`config.mk`:
```
export PLATFORM = sky130hd
export DESIGN_NAME = mbg_ctrl
export DESIGN_NICKNAME = d
export VERILOG_FILES = /design/src/rtl/mbg_pkg.sv /design/src/rtl/mbg_ctrl.sv
export SDC_FILE = /design/constraint.sdc
export NUM_CORES = 1
export LEC_CHECK = 0
export BUFFER_PORTS_ARGS = -buffer_cell sky130_fd_sc_hd__buf_2
export CAP_MARGIN = 20
export CELL_PAD_IN_SITES_DETAIL_PLACEMENT = 1
export CELL_PAD_IN_SITES_GLOBAL_PLACEMENT = 1
export CORE_MARGIN = 2
export CORE_UTILIZATION = 38
export CTS_BUF_LIST = sky130_fd_sc_hd__clkbuf_2 sky130_fd_sc_hd__clkbuf_4 sky130_fd_sc_hd__clkbuf_8
export DETAILED_ROUTE_END_ITERATION = 16
export GPL_TIMING_DRIVEN = 0
export PLACE_DENSITY_LB_ADDON = 0.1
export SYNTH_ARGS = -nofsm -noshare
export SYNTH_HDL_FRONTEND = slang
export SYNTH_SLANG_ARGS = --single-unit
```
`constraint.sdc`:
```
create_clock -name clk -period 4.9 [get_ports clk]
set_clock_uncertainty 0.05 [all_clocks]
set_input_delay 0 -clock clk [delete_from_list [all_inputs] [get_ports clk]]
set_output_delay 0 -clock clk [all_outputs]
set_load 0.005 [all_outputs]
```
`src/rtl/mbg_pkg.sv`:
```
// Shared constants and controller/datapath interface types for the maze generator.
`timescale 1ns / 1ps
`default_nettype none
package mbg_pkg;

  localparam int COLS_DEF = 80;
  localparam int ROWS_DEF = 61;

  localparam int COL_W     = 7;
  localparam int ROW_W     = 6;
  localparam int CFG_W     = 7;
  localparam int CFG_IDX_W = 1;

  localparam int S_TDATA_W = 8;
  localparam int S_TUSER_W = 1;
  localparam int M_TDATA_W = 16;
  localparam int M_TUSER_W = 2;

  localparam logic [CFG_IDX_W-1:0] REG_COLS_USED = 1'b0;
  localparam logic [CFG_IDX_W-1:0] REG_ROWS_USED = 1'b1;

  localparam logic [COL_W-1:0] COLS_USED_RST = 7'd80;
  localparam logic [ROW_W-1:0] ROWS_USED_RST = 6'd61;

  localparam logic CMD_STEP    = 1'b0;
  localparam logic CMD_RESTART = 1'b1;

  localparam logic [1:0] DIR_RIGHT = 2'd0;
  localparam logic [1:0] DIR_UP    = 2'd1;
  localparam logic [1:0] DIR_LEFT  = 2'd2;
  localparam logic [1:0] DIR_DOWN  = 2'd3;

  localparam logic [2:0] MARK_FREE = 3'd0;
  localparam logic [2:0] MARK_ROOT = 3'd5;
  localparam logic [2:0] MARK_DONE = 3'd6;

  localparam logic [1:0] EV_CARVE   = 2'd0;
  localparam logic [1:0] EV_BACK    = 2'd1;
  localparam logic [1:0] EV_FIN     = 2'd2;
  localparam logic [1:0] EV_RESTART = 2'd3;

  typedef struct packed {
    logic step_start;
    logic restart;
    logic rd_nb;
    logic rd_self;
    logic try_adv;
    logic carve;
    logic back;
    logic finish;
    logic fin_hold;
    logic clr_start;
    logic clr_step;
    logic emit;
  } mbg_cmd_t;

  typedef struct packed {
    logic nb_ok;
    logic nb_free;
    logic last_try;
    logic back_ok;
    logic finished;
    logic clr_last;
    logic out_busy;
  } mbg_stat_t;

endpackage
`default_nettype wire

```
`src/rtl/mbg_ctrl.sv`:
```
// Controller state machine that sequences probes, backtracks and grid clearing.
`timescale 1ns / 1ps
`default_nettype none
module mbg_ctrl (
  input  wire logic                             clk,
  input  wire logic                             rst,
  input  wire logic                             s_tvalid,
  output logic                                  s_tready,
  input  wire logic                             cmd_code,
  input  wire mbg_pkg::mbg_stat_t               stat,
  output mbg_pkg::mbg_cmd_t                     cmd
);
  import mbg_pkg::*;

  typedef enum logic [6:0] {
    S_CLEAR  = 7'b0000001,
    S_IDLE   = 7'b0000010,
    S_PROBE  = 7'b0000100,
    S_CHECK  = 7'b0001000,
    S_SELF   = 7'b0010000,
    S_DECIDE = 7'b0100000,
    S_EMIT   = 7'b1000000
  } state_t;

  state_t state, state_next;
  logic   clear_emit, clear_emit_next;

  always_ff @(posedge clk) begin
    if (rst) begin
      state      <= S_CLEAR;
      clear_emit <= 1'b0;
    end else begin
      state      <= state_next;
      clear_emit <= clear_emit_next;
    end
  end

  always_comb begin
    state_next      = state;
    clear_emit_next = clear_emit;
    cmd             = '0;
    s_tready        = 1'b0;
    case (state)
      S_CLEAR: begin
        cmd.clr_step = 1'b1;
        if (stat.clr_last) begin
          state_next      = clear_emit ? S_EMIT : S_IDLE;
          clear_emit_next = 1'b0;
        end
      end
      S_IDLE: begin
        s_tready = 1'b1;
        if (s_tvalid) begin
          if (cmd_code == CMD_RESTART) begin
            cmd.restart     = 1'b1;
            cmd.clr_start   = 1'b1;
            clear_emit_next = 1'b1;
            state_next      = S_CLEAR;
          end else if (stat.finished) begin
            cmd.fin_hold = 1'b1;
            state_next   = S_EMIT;
          end else begin
            cmd.step_start = 1'b1;
            state_next     = S_PROBE;
          end
        end
      end
      S_PROBE: begin
        // skip off-grid neighbors without a memory read
        if (stat.nb_ok) begin
          cmd.rd_nb  = 1'b1;
          state_next = S_CHECK;
        end else if (stat.last_try) begin
          state_next = S_SELF;
        end else begin
          cmd.try_adv = 1'b1;
        end
      end
      S_CHECK: begin
        if (stat.nb_free) begin
          cmd.carve  = 1'b1;
          state_next = S_EMIT;
        end else if (stat.last_try) begin
          state_next = S_SELF;
        end else begin
          cmd.try_adv = 1'b1;
          state_next  = S_PROBE;
        end
      end
      S_SELF: begin
        cmd.rd_self = 1'b1;
        state_next  = S_DECIDE;
      end
      S_DECIDE: begin
        if (stat.back_ok) begin
          cmd.back = 1'b1;
        end else begin
          cmd.finish = 1'b1;
        end
        state_next = S_EMIT;
      end
      S_EMIT: begin
        if (!stat.out_busy) begin
          cmd.emit   = 1'b1;
          state_next = S_IDLE;
        end
      end
      default: begin
        state_next = S_CLEAR;
      end
    endcase
  end

endmodule
`default_nettype wire

```
==> results.yml <==
grt:
  grt_pass1_wl_um: 3390
  globalRouteTotalUtil: 0.217
  overflow: 0
  grt_pass1_vias: 770
  grt_max_degree: 11
  antenna_found_initial: 0
clock_network:
  clk_latency_ns: 0.25
  htreeDepth: 1
  numCtsBuffers: 3
  cts.repair.resized: 0
  clock_path_buffers: 2
  cts_root_buf: "clkbuf_4"
  cts_tree: "built"
  clkTransAtPathRegs_ns: 0.05
  cts_sinks: 8
  cts_setup_buffers: 0
outcome:
  status: "finished, final reports clean"
drt:
  wl_per_cell_um: 14.4
  vias: 825
  wl_um: 2100
  firstDrtPassIters: 4
  via_per_inst: 5.65
  drtIter0Drc: 12
  drc: 0
  ant_nets: 0
synthesis:
  ys_seq_area_frac: 0.229
  syn_inst: 93
  post_synth_mux_area_share: 0
  synthXorXnorAreaFrac: 0.0250
  ys_ff_latch: 8
  yosys.area_share.adder: 0
  synth-compound-area-share: 0.224
  synthSimpleGateAreaFrac: 0.453
  synth_top_family_by_area: "simple AND/OR/NAND/NOR gates"
  synth_edf_count: 0
  yosys_most_used_dff: "dfxtp_1"
  async_reset_ff_frac: 0
  synth-warning-count: 0
  syn_nets: 104
  syn_area_sq_um: 699
  avgSynthCellArea_sq_um: 7.52
  synth_cell_types: 39
placed_design:
  dp_slack_ns: 2.96
  place_area_sq_um: 846
  io_buffers: 23
  dpl.hpwl_um: 1560
  gp_congestion: 0.808
  dpl.cell_count: 141
timing:
  worst_slack_ns: 2.85
  drv_slew: 0
  max_slew_margin: 0.598
  timing.hold.ws_ns: 0.00611
  fmax_mhz: 488
  rsz0062_at_grt: "no"
  worst_pin_slew_ns: 0.598
  fin_crit_sh: 0.419
  finalCriticalPeriod_ns: 2.05
  setup_violations: 0
  finalSetupTns_ns: 0
  hold_viol: 0
die:
  io_pins: 24
  design.core.area_sq_mm: 0.00173
  rows: 15
  start_util: 0.405
  die_w_um: 46.9
  die-area_sq_mm: 0.00220
  die_h_um: 46.9
cells_and_area:
  diodes: 0
  mostFrequentLayoutCell: "buf_2"
  stdcell_area_sq_um: 888
  layout.nets: 134
  layout_common_cells: "buf_2, dfxtp_1, nor2_1"
  final_layout_size_suffix_gt1_frac: 0.256
  syn2layout_area_growth_pct: 27.0
  final_util: 0.514
  layout.cells.non_filler: 146
worst_setup_path:
  crit_type: "register to primary output"
  start_kind: "register"
  crit_fanout: 5
  endpoint_kind: "primary output"
  required_ns: 4.85
  worstPathArrival_ns: 2.00
pwr:
  p_leak_nw: 0.438
  power_mw: 0.283
  power.density_mw_per_mm2: 318
  peakVddDrop_mv: 0.143
worst_hold_path:
  worstHoldPathType: "primary input to register"
job:
  max_cap_viol_count: 0
synthesized netlist by cell type (all sizes together), types with 3 or more instances:
library cell,count,area [sq um]
nor3b,4,30.0
dfxtp,8,160
o21ai,3,15.0
a211oi,3,22.5
nand2b,3,18.8
nor4,3,18.8
nor3,6,30.0
or4,3,26.3
and3,4,25.0
buf,3,18.8
clkbuf,6,22.5
nor2b,4,25.0
a21oi,5,28.8
nor2,7,26.3
flip-flops by register name, summed over array words and instances, names as in the netlist:
signal	count
state	7
clear_emit	1
final cells by class:
cell class	instances	area, sq um
repair buffers	25	135
plain buffers	9	41.3
well taps	25	31.3
inverters	2	7.51
flip-flops and latches	8	160
clock buffers	3	22.5
multi-input cells	74	490
fillers	249	838
metal layers:
metal | global-route usage | share of wire | vias up
met5 | 0 | 0 | -
met4 | 0.122 | 0.013 | 0
met3 | 0.0231 | 0.049 | 4
met2 | 0.362 | 0.46 | 28
met1 | 0.272 | 0.47 | 385
li1 | - | - | 408
worst paths after layout:
path,from,end,slack [ns],cells past startpoint
max,state[4],cmd[3],2.85,4
max reg2reg,state[2],state[4],2.88,5
min reg2reg,clear_emit,clear_emit,0.46,1
min,stat[4],state[4],0.006,2
worst max-delay path: stages (launching register included):
cell	delay (ns)
dfxtp_1	0.31
or4_4	0.57
nor4_1	0.54
and3_1	0.23
buf_2	0.11
logic make-up after synthesis:
logic type	Yosys count
AO/OA/AOI/OAI	22
XOR/XNOR	2
buffers and inverters	11
AND/OR/NAND/NOR	50
flip-flops	8
power breakdown:
part	internal, mW	switching [mW]	total, mW
clock network	0.0280	0.0223	0.0503
logic	0.0681	0.0856	0.154
registers	0.0735	0.00536	0.0789
repair_timing:
item | CTS | global route
hold endpoints to repair | 3 | 0
hold buffers | 2 | 0
endpoints found under the setup margin | 0 | 0
Note: power is estimated with default switching activity, not from simulation.
